$ cat config.mk
export PLATFORM = sky130hd
export DESIGN_NAME = rv64_instruction_word_encoder_flat
export DESIGN_NICKNAME = d
export VERILOG_FILES = /design/src/rtl/core/rvenc_pkg.sv /design/src/rtl/core/rvenc_if.sv /design/src/rtl/core/rvenc_front.sv /design/src/rtl/core/rvenc_queue.sv /design/src/rtl/core/rvenc_back.sv /design/src/rtl/core/rv64_instruction_word_encoder.sv /design/src/flat_wrapper.sv
export SDC_FILE = /design/constraint.sdc
export NUM_CORES = 1
export LEC_CHECK = 0
export BUFFER_PORTS_ARGS = -buffer_cell sky130_fd_sc_hd__buf_2
export CAP_MARGIN = 20
export CORE_ASPECT_RATIO = 0.6
export CORE_UTILIZATION = 45
export CTS_CLUSTER_SIZE = 28
export DETAILED_ROUTE_END_ITERATION = 12
export PLACE_DENSITY = 0.8
export SLEW_MARGIN = 30
export SYNTH_ARGS = -nofsm -noshare
export SYNTH_HDL_FRONTEND = slang
export SYNTH_SLANG_ARGS = --single-unit
$ cat constraint.sdc
create_clock -name clk_i -period 4.05 [get_ports clk_i]
set_clock_uncertainty 0.15 [all_clocks]
set_input_delay 0.81 -clock clk_i [delete_from_list [all_inputs] [get_ports clk_i]]
set_output_delay 0.81 -clock clk_i [all_outputs]
set_load 0.005 [all_outputs]
$ cat src/rtl/core/rvenc_pkg.sv
`default_nettype none

package rvenc_pkg;

  typedef enum logic [3:0] {
    REQ_WIDE   = 4'd0,
    REQ_LI     = 4'd1,
    REQ_RET    = 4'd2,
    REQ_R      = 4'd3,
    REQ_I      = 4'd4,
    REQ_S      = 4'd5,
    REQ_U      = 4'd6,
    REQ_BRANCH = 4'd7,
    REQ_JUMP   = 4'd8
  } req_type_e;

  localparam logic [6:0] OPC_WIDE   = 7'h3f;
  localparam logic [6:0] OPC_OP_IMM = 7'h13;
  localparam logic [6:0] OPC_JALR   = 7'h67;
  localparam logic [6:0] OPC_BRANCH = 7'h63;
  localparam logic [6:0] OPC_JAL    = 7'h6f;
  localparam logic [4:0] REG_ZERO   = 5'd0;
  localparam logic [4:0] REG_RA     = 5'd1;

  localparam int unsigned QUEUE_DEPTH = 2;

  localparam int unsigned BYTE_IDX_W = 3;
  localparam logic [BYTE_IDX_W-1:0] LAST_IDX_WIDE = 3'd7;
  localparam logic [BYTE_IDX_W-1:0] LAST_IDX_STD  = 3'd3;
  localparam logic [BYTE_IDX_W-1:0] LAST_IDX_ERR  = 3'd0;

  typedef struct packed {
    logic [63:0] word;
    logic        wide;
    logic        err;
  } enc_entry_t;

endpackage

`default_nettype wire

$ cat src/rtl/core/rvenc_if.sv
`default_nettype none

interface rvenc_req_if;
  logic        valid;
  logic        ready;
  logic [3:0]  req_type;
  logic [6:0]  opcode;
  logic [2:0]  funct3;
  logic [6:0]  funct7;
  logic [5:0]  rd_reg;
  logic [5:0]  rs1_reg;
  logic [5:0]  rs2_reg;
  logic [5:0]  acc_reg;
  logic [63:0] immediate;
  logic        label_pending;
  logic [7:0]  operation;
  logic [15:0] dtype;

  modport source (
    output valid, req_type, opcode, funct3, funct7, rd_reg, rs1_reg, rs2_reg, acc_reg,
           immediate, label_pending, operation, dtype,
    input  ready
  );
  modport sink (
    input  valid, req_type, opcode, funct3, funct7, rd_reg, rs1_reg, rs2_reg, acc_reg,
           immediate, label_pending, operation, dtype,
    output ready
  );
endinterface

interface rvenc_byte_if;
  logic       valid;
  logic       ready;
  logic [7:0] out_byte;
  logic       last;
  logic       error;

  modport source (output valid, out_byte, last, error, input ready);
  modport sink (input valid, out_byte, last, error, output ready);
endinterface

`default_nettype wire

$ cat src/rtl/core/rvenc_front.sv
`default_nettype none

module rvenc_front
  import rvenc_pkg::*;
(
  rvenc_req_if.sink   req_i,
  input  wire logic   full_i,
  output enc_entry_t  entry_o,
  output logic        push_o
);

  logic [4:0]  rd, rs1, rs2, acc;
  logic        rd_g, rs1_g, rs2_g;
  logic        all_vec;
  logic        fit12, fit20, fit13, fit21, even;
  logic [63:0] imm;
  logic [6:0]  op;
  logic [2:0]  f3;
  logic [6:0]  f7;

  assign rd  = req_i.rd_reg[4:0];
  assign rs1 = req_i.rs1_reg[4:0];
  assign rs2 = req_i.rs2_reg[4:0];
  assign acc = req_i.acc_reg[4:0];
  assign rd_g  = ~req_i.rd_reg[5];
  assign rs1_g = ~req_i.rs1_reg[5];
  assign rs2_g = ~req_i.rs2_reg[5];
  assign all_vec = req_i.rd_reg[5] & req_i.rs1_reg[5] & req_i.rs2_reg[5] & req_i.acc_reg[5];
  assign imm = req_i.immediate;
  assign op  = req_i.opcode;
  assign f3  = req_i.funct3;
  assign f7  = req_i.funct7;

  // signed fit: all bits above the sign position equal the sign
  assign fit12 = (&imm[63:11]) | ~(|imm[63:11]);
  assign fit20 = (&imm[63:19]) | ~(|imm[63:19]);
  assign fit13 = (&imm[63:12]) | ~(|imm[63:12]);
  assign fit21 = (&imm[63:20]) | ~(|imm[63:20]);
  assign even  = ~imm[0];

  assign req_i.ready = ~full_i;
  assign push_o      = req_i.valid & ~full_i;

  always_comb begin
    entry_o = '0;
    unique case (req_type_e'(req_i.req_type))
      REQ_WIDE: begin
        entry_o.wide = 1'b1;
        entry_o.err  = ~all_vec;
        entry_o.word = {req_i.dtype, 3'd0, acc, req_i.operation, f7, rs2, rs1, 3'd0, rd,
                        OPC_WIDE};
      end
      REQ_LI: begin
        entry_o.err  = ~(rd_g & fit12);
        entry_o.word = {32'd0, imm[11:0], REG_ZERO, 3'd0, rd, OPC_OP_IMM};
      end
      REQ_RET: begin
        entry_o.word = {32'd0, 12'd0, REG_RA, 3'd0, REG_ZERO, OPC_JALR};
      end
      REQ_R: begin
        entry_o.err  = ~(rd_g & rs1_g & rs2_g);
        entry_o.word = {32'd0, f7, rs2, rs1, f3, rd, op};
      end
      REQ_I: begin
        entry_o.err  = ~(rd_g & rs1_g & fit12);
        entry_o.word = {32'd0, imm[11:0], rs1, f3, rd, op};
      end
      REQ_S: begin
        entry_o.err  = ~(rs1_g & rs2_g & fit12);
        entry_o.word = {32'd0, imm[11:5], rs2, rs1, f3, imm[4:0], op};
      end
      REQ_U: begin
        entry_o.err  = ~(rd_g & fit20);
        entry_o.word = {32'd0, imm[19:0], rd, op};
      end
      REQ_BRANCH: begin
        entry_o.err  = req_i.label_pending | ~(rs1_g & rs2_g & even & fit13);
        entry_o.word = {32'd0, imm[12], imm[10:5], rs2, rs1, f3, imm[4:1], imm[11],
                        OPC_BRANCH};
      end
      REQ_JUMP: begin
        entry_o.err  = req_i.label_pending | ~(rd_g & even & fit21);
        entry_o.word = {32'd0, imm[20], imm[10:1], imm[11], imm[19:12], rd, OPC_JAL};
      end
      default: begin
        entry_o.err = 1'b1;
      end
    endcase
  end

endmodule

`default_nettype wire

$ cat src/rtl/core/rvenc_queue.sv
`default_nettype none

module rvenc_queue
  import rvenc_pkg::*;
#(
  parameter int unsigned Depth = QUEUE_DEPTH
) (
  input  wire logic        clk_i,
  input  wire logic        rst_ni,
  input  wire logic        push_i,
  input  wire enc_entry_t  entry_i,
  output logic             full_o,
  input  wire logic        pop_i,
  output enc_entry_t       head_o,
  output logic             empty_o
);

  localparam int unsigned PtrW = (Depth > 1) ? $clog2(Depth) : 1;
  localparam int unsigned CntW = $clog2(Depth + 1);
  localparam logic [PtrW-1:0] PtrLast = PtrW'(Depth - 1);
  localparam logic [CntW-1:0] CntFull = CntW'(Depth);

  enc_entry_t      mem_q [Depth];
  logic [PtrW-1:0] wr_ptr_q, wr_ptr_d, rd_ptr_q, rd_ptr_d;
  logic [CntW-1:0] cnt_q, cnt_d;

  assign full_o  = (cnt_q == CntFull);
  assign empty_o = (cnt_q == '0);
  assign head_o  = mem_q[rd_ptr_q];

  always_comb begin
    wr_ptr_d = wr_ptr_q;
    rd_ptr_d = rd_ptr_q;
    cnt_d    = cnt_q;
    if (push_i) begin
      wr_ptr_d = (wr_ptr_q == PtrLast) ? '0 : wr_ptr_q + 1'b1;
    end
    if (pop_i) begin
      rd_ptr_d = (rd_ptr_q == PtrLast) ? '0 : rd_ptr_q + 1'b1;
    end
    if (push_i && !pop_i) begin
      cnt_d = cnt_q + 1'b1;
    end else if (pop_i && !push_i) begin
      cnt_d = cnt_q - 1'b1;
    end
  end

  always_ff @(posedge clk_i or negedge rst_ni) begin
    if (!rst_ni) begin
      wr_ptr_q <= '0;
      rd_ptr_q <= '0;
      cnt_q    <= '0;
    end else begin
      wr_ptr_q <= wr_ptr_d;
      rd_ptr_q <= rd_ptr_d;
      cnt_q    <= cnt_d;
    end
  end

  always_ff @(posedge clk_i) begin
    if (push_i) begin
      mem_q[wr_ptr_q] <= entry_i;
    end
  end

endmodule

`default_nettype wire

$ cat src/rtl/core/rvenc_back.sv
`default_nettype none

module rvenc_back
  import rvenc_pkg::*;
(
  input  wire logic         clk_i,
  input  wire logic         rst_ni,
  input  wire enc_entry_t   head_i,
  input  wire logic         empty_i,
  output logic              pop_o,
  rvenc_byte_if.source      rsp_o
);

  logic [BYTE_IDX_W-1:0] idx_q, idx_d, last_idx;
  logic                  valid_q, valid_d;
  logic [7:0]            byte_q, byte_d;
  logic                  last_q, last_d;
  logic                  err_q, err_d;
  logic                  load, is_last;
  logic [7:0]            sel_byte;

  assign sel_byte = head_i.word[{idx_q, 3'b000} +: 8];
  assign last_idx = head_i.err ? LAST_IDX_ERR : (head_i.wide ? LAST_IDX_WIDE : LAST_IDX_STD);
  assign is_last  = (idx_q == last_idx);
  assign load     = ~empty_i & (~valid_q | rsp_o.ready);
  assign pop_o    = load & is_last;

  always_comb begin
    idx_d   = idx_q;
    valid_d = valid_q;
    byte_d  = byte_q;
    last_d  = last_q;
    err_d   = err_q;
    if (load) begin
      valid_d = 1'b1;
      byte_d  = head_i.err ? 8'd0 : sel_byte;
      last_d  = is_last;
      err_d   = head_i.err;
      idx_d   = is_last ? '0 : idx_q + 1'b1;
    end else if (rsp_o.ready) begin
      valid_d = 1'b0;
    end
  end

  always_ff @(posedge clk_i or negedge rst_ni) begin
    if (!rst_ni) begin
      idx_q   <= '0;
      valid_q <= 1'b0;
    end else begin
      idx_q   <= idx_d;
      valid_q <= valid_d;
    end
  end

  always_ff @(posedge clk_i) begin
    byte_q <= byte_d;
    last_q <= last_d;
    err_q  <= err_d;
  end

  assign rsp_o.valid    = valid_q;
  assign rsp_o.out_byte = byte_q;
  assign rsp_o.last     = last_q;
  assign rsp_o.error    = err_q;

endmodule

`default_nettype wire

$ cat src/rtl/core/rv64_instruction_word_encoder.sv
`default_nettype none

// RV64 instruction word encoder. Each parsed instruction on req_i is checked
// (register banks, immediate ranges, pending labels) and packed into a 32-bit
// RISC-V word or a 64-bit wide custom word, then streamed on rsp_o as
// little-endian bytes, one byte per cycle while rsp_o.ready is high, with last
// on the final byte. A failed check gives a single zero byte with last and
// error set. The front end takes one instruction per cycle into a small queue
// while it is not full; the byte serializer sends four bytes per standard
// instruction, eight per wide custom instruction and one per error.
// Each entry goes through the queue memory, then the output byte register.
module rv64_instruction_word_encoder
  import rvenc_pkg::*;
#(
  parameter int unsigned QueueDepth = QUEUE_DEPTH
) (
  input  wire logic     clk_i,
  input  wire logic     rst_ni,
  rvenc_req_if.sink     req_i,
  rvenc_byte_if.source  rsp_o
);

  enc_entry_t push_entry, head_entry;
  logic       push, pop, full, empty;

  rvenc_front u_front (
    .req_i   (req_i),
    .full_i  (full),
    .entry_o (push_entry),
    .push_o  (push)
  );

  rvenc_queue #(
    .Depth (QueueDepth)
  ) u_queue (
    .clk_i   (clk_i),
    .rst_ni  (rst_ni),
    .push_i  (push),
    .entry_i (push_entry),
    .full_o  (full),
    .pop_i   (pop),
    .head_o  (head_entry),
    .empty_o (empty)
  );

  rvenc_back u_back (
    .clk_i   (clk_i),
    .rst_ni  (rst_ni),
    .head_i  (head_entry),
    .empty_i (empty),
    .pop_o   (pop),
    .rsp_o   (rsp_o)
  );

endmodule

`default_nettype wire

$ cat src/flat_wrapper.sv
// flat-port wrapper written by rule: the top's interface ports become plain ports
module rv64_instruction_word_encoder_flat import rvenc_pkg::*;
#(
  parameter int unsigned QueueDepth = QUEUE_DEPTH
)
  (clk_i, rst_ni, req_i_valid, req_i_req_type, req_i_opcode, req_i_funct3, req_i_funct7, req_i_rd_reg, req_i_rs1_reg, req_i_rs2_reg, req_i_acc_reg, req_i_immediate, req_i_label_pending, req_i_operation, req_i_dtype, req_i_ready, rsp_o_valid, rsp_o_out_byte, rsp_o_last, rsp_o_error, rsp_o_ready);
  rvenc_req_if req_i_i ();
  rvenc_byte_if rsp_o_i ();
  input  wire logic clk_i;
  input  wire logic rst_ni;
  input wire logic [$bits(req_i_i.valid)-1:0] req_i_valid;
  input wire logic [$bits(req_i_i.req_type)-1:0] req_i_req_type;
  input wire logic [$bits(req_i_i.opcode)-1:0] req_i_opcode;
  input wire logic [$bits(req_i_i.funct3)-1:0] req_i_funct3;
  input wire logic [$bits(req_i_i.funct7)-1:0] req_i_funct7;
  input wire logic [$bits(req_i_i.rd_reg)-1:0] req_i_rd_reg;
  input wire logic [$bits(req_i_i.rs1_reg)-1:0] req_i_rs1_reg;
  input wire logic [$bits(req_i_i.rs2_reg)-1:0] req_i_rs2_reg;
  input wire logic [$bits(req_i_i.acc_reg)-1:0] req_i_acc_reg;
  input wire logic [$bits(req_i_i.immediate)-1:0] req_i_immediate;
  input wire logic [$bits(req_i_i.label_pending)-1:0] req_i_label_pending;
  input wire logic [$bits(req_i_i.operation)-1:0] req_i_operation;
  input wire logic [$bits(req_i_i.dtype)-1:0] req_i_dtype;
  output wire logic [$bits(req_i_i.ready)-1:0] req_i_ready;
  output wire logic [$bits(rsp_o_i.valid)-1:0] rsp_o_valid;
  output wire logic [$bits(rsp_o_i.out_byte)-1:0] rsp_o_out_byte;
  output wire logic [$bits(rsp_o_i.last)-1:0] rsp_o_last;
  output wire logic [$bits(rsp_o_i.error)-1:0] rsp_o_error;
  input wire logic [$bits(rsp_o_i.ready)-1:0] rsp_o_ready;
  assign req_i_i.valid = req_i_valid;
  assign req_i_i.req_type = req_i_req_type;
  assign req_i_i.opcode = req_i_opcode;
  assign req_i_i.funct3 = req_i_funct3;
  assign req_i_i.funct7 = req_i_funct7;
  assign req_i_i.rd_reg = req_i_rd_reg;
  assign req_i_i.rs1_reg = req_i_rs1_reg;
  assign req_i_i.rs2_reg = req_i_rs2_reg;
  assign req_i_i.acc_reg = req_i_acc_reg;
  assign req_i_i.immediate = req_i_immediate;
  assign req_i_i.label_pending = req_i_label_pending;
  assign req_i_i.operation = req_i_operation;
  assign req_i_i.dtype = req_i_dtype;
  assign req_i_ready = req_i_i.ready;
  assign rsp_o_valid = rsp_o_i.valid;
  assign rsp_o_out_byte = rsp_o_i.out_byte;
  assign rsp_o_last = rsp_o_i.last;
  assign rsp_o_error = rsp_o_i.error;
  assign rsp_o_i.ready = rsp_o_ready;
  rv64_instruction_word_encoder #(.QueueDepth(QueueDepth)) u_core (.clk_i(clk_i), .rst_ni(rst_ni), .req_i(req_i_i), .rsp_o(rsp_o_i));
endmodule
==> results.sh <==
export IMPL_reg2reg_setup_slack_ps=1200
export IMPL_final_hold_viol_count=0
export IMPL_fin_worst_hold_slack_ps=76.23
export IMPL_holdBufCountCts=0
export IMPL_clk_path_buf_depth=2
export IMPL_floorplan_initialDensity_pct=46.30
export IMPL_design_final_nets=775
export IMPL_transition_time_at_the_pin_with_the_least_slew_margin_ps=943.2
export IMPL_gpl_final_weighted_congestion=1.087
export IMPL_detailed_place_hpwl_um=13730
export IMPL_sequentialPowerShare_pct=43.9
export IMPL_final_layout_size_suffix_gt1_share_pct=37.35
export IMPL_power_internal_mw=3.754
export IMPL_finalSetupTns_ps=0
export IMPL_fmaxAchievable_mhz=351.0
export IMPL_critical_path_buf_inv_count=1
export IMPL_fp_dieArea_mm2=0.01638
export IMPL_number_of_global_route_vias_before_repair=5083
export IMPL_number_of_buffers_added_for_setup_after_cts=0
export IMPL_placed_cells_incl_taps=819
export IMPL_synth_async_sr_flop_share_pct=5.556
export IMPL_routed_wl_um=18570
export IMPL_leakagePower_nw=3.265
export IMPL_netlist_area_leader_share_pct=57.22
export IMPL_drc=0
export IMPL_power_share_switching_pct=29.31
export IMPL_netlist_instances=490
export IMPL_vdd_ir_drop_max_mv=0.4194
export IMPL_synth_largest_area_cell="sky130_fd_sc_hd__edfxtp_1"
export IMPL_fp_dieH_um=99.55
export IMPL_relSlewSlack_pct=36.74
export IMPL_synth_area_per_cell_um2=14.56
export IMPL_gr_usage_all_layers_pct=23.69
export IMPL_root_buffer="sky130_fd_sc_hd__clkbuf_16"
export IMPL_grt_antenna_before_repair=0
export IMPL_detail_route_antenna_nets=0
export IMPL_diodes=0
export IMPL_power_density_mw_per_mm2=618.6
export IMPL_path_clk_slew_ps=60
export IMPL_n_fill_cell=1282
export IMPL_largest_cells_by_area_after_synthesis="sky130_fd_sc_hd__edfxtp_1 (57%), sky130_fd_sc_hd__mux4_2 (8.5%), sky130_fd_sc_hd__dfrtp_1 (2.8%), sky130_fd_sc_hd__and2_1 (2.7%), sky130_fd_sc_hd__mux4_1 (2.6%)"
export IMPL_worst_hold_path_type="in -> async"
export IMPL_synth_seq_cells=144
export IMPL_ys_types=62
export IMPL_syn_num_nets=630
export IMPL_finish_cell_count_without_fillers=851
export IMPL_detail_route_wl_per_cell_um=21.82
export IMPL_clkLatencyLatePin_ps=420
export IMPL_synth_compound_area_share_pct=9.292
export IMPL_placement_rows=35
export IMPL_sequential_cell_area_mm2=0.004285
export IMPL_finish_utilization_pct=55.69
export IMPL_cp_max_fo=21
export IMPL_mappedNetlistArea_mm2=0.007137
export IMPL_synthToLayoutAreaGrowth_pct=20.28
export IMPL_grt_overflow=0
export IMPL_outcome="finished, final reports clean"
export IMPL_setup_ws_ps=1201
export IMPL_synth_main_ff_cell="sky130_fd_sc_hd__edfxtp_1"
export IMPL_top_level_ports=150
export IMPL_slowest_stage="sky130_fd_sc_hd__mux4_1"
export IMPL_grt_first_pass_wirelength_um=28120
export IMPL_drt_first_iter_violations=478
export IMPL_sequential_share_of_the_synthesized_area_pct=60.03
export IMPL_detailedPlace_worstSlack_ps=944.2
export IMPL_vias_after_detailed_routing=5111
export IMPL_timing_setup_critical_path_class="reg -> reg"
export IMPL_cell_family_with_most_cp_delay="multiplexers"
export IMPL_multi_input_comb_area_mm2=0.002566
export IMPL_synth_mux_area_fraction_pct=12.99
export IMPL_worst_path_largest_cell_delay_ps=660
export IMPL_finalWorstPathRequiredPeriod_ps=2849
export IMPL_grt_start_max_net_pins=64
export IMPL_end_kind="register"
export IMPL_p_clk_share_pct=28.4
export IMPL_post_drt_via_cell_ratio=6.006
export IMPL_cap_violations=0
export IMPL_io_buffer_count=149
export IMPL_cts_max_level=4
export IMPL_detailedRoute_firstPassIterationCount=5
export IMPL_synth_common_cells="sky130_fd_sc_hd__edfxtp_1 (136), sky130_fd_sc_hd__and2_1 (31), sky130_fd_sc_hd__mux4_2 (27)"
export IMPL_worst_r2r_endpoint="u_core.u_back.rsp_o.out_byte[1]$_SDFFCE_PP0P_"
export IMPL_synth_adder_area_share_pct=0.3506
export IMPL_ctsResizeCount=0
export IMPL_yosysMostFrequentCell="sky130_fd_sc_hd__edfxtp_1"
export IMPL_numCtsBuffers=17
export IMPL_arrival_ps=2870
export IMPL_cts_tree="built"
export IMPL_largest_family_of_logic_cells_by_synthesized_area="multiplexers"
export IMPL_clkSinkCount=144
export IMPL_comb_power_share_pct=27.7
export IMPL_synth_warning_count=0
export IMPL_net_switching_power_mw=1.557
export IMPL_synth_simple_gate_area_share_pct=12.01
export IMPL_synth_edf_count=136
export IMPL_crit_path_launch_type="register"
export IMPL_fin_crit_sh_pct=70.34
export IMPL_yosys_area_share_xor_xnor_pct=1.104
export IMPL_critical_path_cell_chain="buf_4 > mux4_1 > mux4_2 > nor2b_4"
export IMPL_grt_setup_unrepaired="false"
export IMPL_setup_viol=0
export IMPL_final_max_slew_violation_count=0
export IMPL_worst_reg2reg_path_depth=4
export IMPL_fp_dieW_um=164.6
export IMPL_crit_reg2reg_launch="u_core.u_queue.rd_ptr_q$_DFFE_PN0P_"
export IMPL_cp_data_required_time_ps=4070
export IMPL_core_footprint_mm2=0.01541
## layout by cell type, fill, tap and decap left out, drive strengths merged, types with 2 or more instances in the layout
cell and n:
a211oi 7, nand3 4, clkbuf 17, clkinv 8, nor2 19, a222oi 17
clkinvlp 4, a21o 5, a22oi 7, nand2b 4, ha 2, buf 158
o221ai 2, bufinv 2, o21ai 22, xor2 6, edfxtp 136, a31oi 6
nand4 16, inv 23, nand2 25, mux2i 3, mux2 9, and3 2
nor2b 11, nor3 4, a21oi 14, mux4 34, dfrtp 8, nor4 21
and2 32, o21a 2, xnor2 3
## worst register-to-register path, delay by kind of cell (launching register included)
kind                   cells  cell delay [ps]
multiplexers               2             1200
flip-flops                 1              650
buffers and inverters      1              460
AND/OR/NAND/NOR            1              150
## stage by stage
stage,total power [mW],cell area (um^2)
finish,5.311,8584
global route,5.563,8584
CTS,5.358,8584
detailed placement,3.845,8014
global placement,3.778,8014
floorplan,3.393,7139
## kinds of logic (layout without fill, tap and decap cells)
logic type | Yosys count | after routing
flops | 144 | 144
simple gates | 143 | 143
compound gates | 92 | 92
buf+inv | 54 | 212
mux | 46 | 46
xor+xnor | 9 | 9
fa+ha+maj | 2 | 2
## cell type report
cell class / count / area share (%)
inverter: 22 / 0.9620
sequential: 144 / 49.92
clock buffer: 17 / 4.956
timing repair buffer: 158 / 9.620
multi-input combinational: 292 / 29.89
clock inverter: 15 / 1.691
tap: 203 / 2.959
## worst max path at each step
stage	startpoint	to	slack, ps	cells past startpoint
global route	u_core.u_queue.rd_ptr_q$_DFFE_PN0P_	u_core.u_back.rsp_o.out_byte[1]$_SDFFCE_PP0P_	1060	4
floorplan	req_i_valid	u_core.u_queue.mem_q[0][0]$_DFFE_PP_	940	2
detailed placement	req_i_req_type[0]	u_core.u_queue.mem_q[1][0]$_DFFE_PP_	940	8
CTS	u_core.u_queue.rd_ptr_q$_DFFE_PN0P_	u_core.u_back.rsp_o.out_byte[1]$_SDFFCE_PP0P_	1140	4
finish	u_core.u_queue.rd_ptr_q$_DFFE_PN0P_	u_core.u_back.rsp_o.out_byte[1]$_SDFFCE_PP0P_	1200	4
global placement	req_i_req_type[0]	u_core.u_queue.mem_q[0][0]$_DFFE_PP_	1070	8
## state kept, by name (all words and copies together) (netlist names)
register,cells
u_core.u_queue.mem_q,126
u_core.u_back.rsp_o.out_byte,8
u_core.u_back.rsp_o.valid,1
u_core.u_back.rsp_o.error,1
u_core.u_back.rsp_o.last,1
u_core.u_back.idx_q,3
u_core.u_queue.cnt_q,2
u_core.u_queue.wr_ptr_q,1
u_core.u_queue.rd_ptr_q,1
## routing by layer
layer	share of wire (%)	up-vias	global-route usage, %
met5	0	-	0
met4	1.6	0	5.928
met3	11	35	11.30
met2	44	280	33.68
met1	44	2530	32.54
li1	-	2266	-
## power by group through the flow
| stage | Combinational [mW] | Clock, mW | Sequential (mW) |
|---|---|---|---|
| 6_report | 1.47 | 1.51 | 2.33 |
| 5_1_grt | 1.59 | 1.60 | 2.37 |
| 4_1_cts | 1.49 | 1.53 | 2.34 |
| 3_5_place_dp | 1.48 | 0 | 2.37 |
| 3_3_place_gp | 1.44 | 0 | 2.34 |
| 2_1_floorplan | 1.16 | 0 | 2.23 |
No activity file was read; power rests on OpenSTA's default activity.
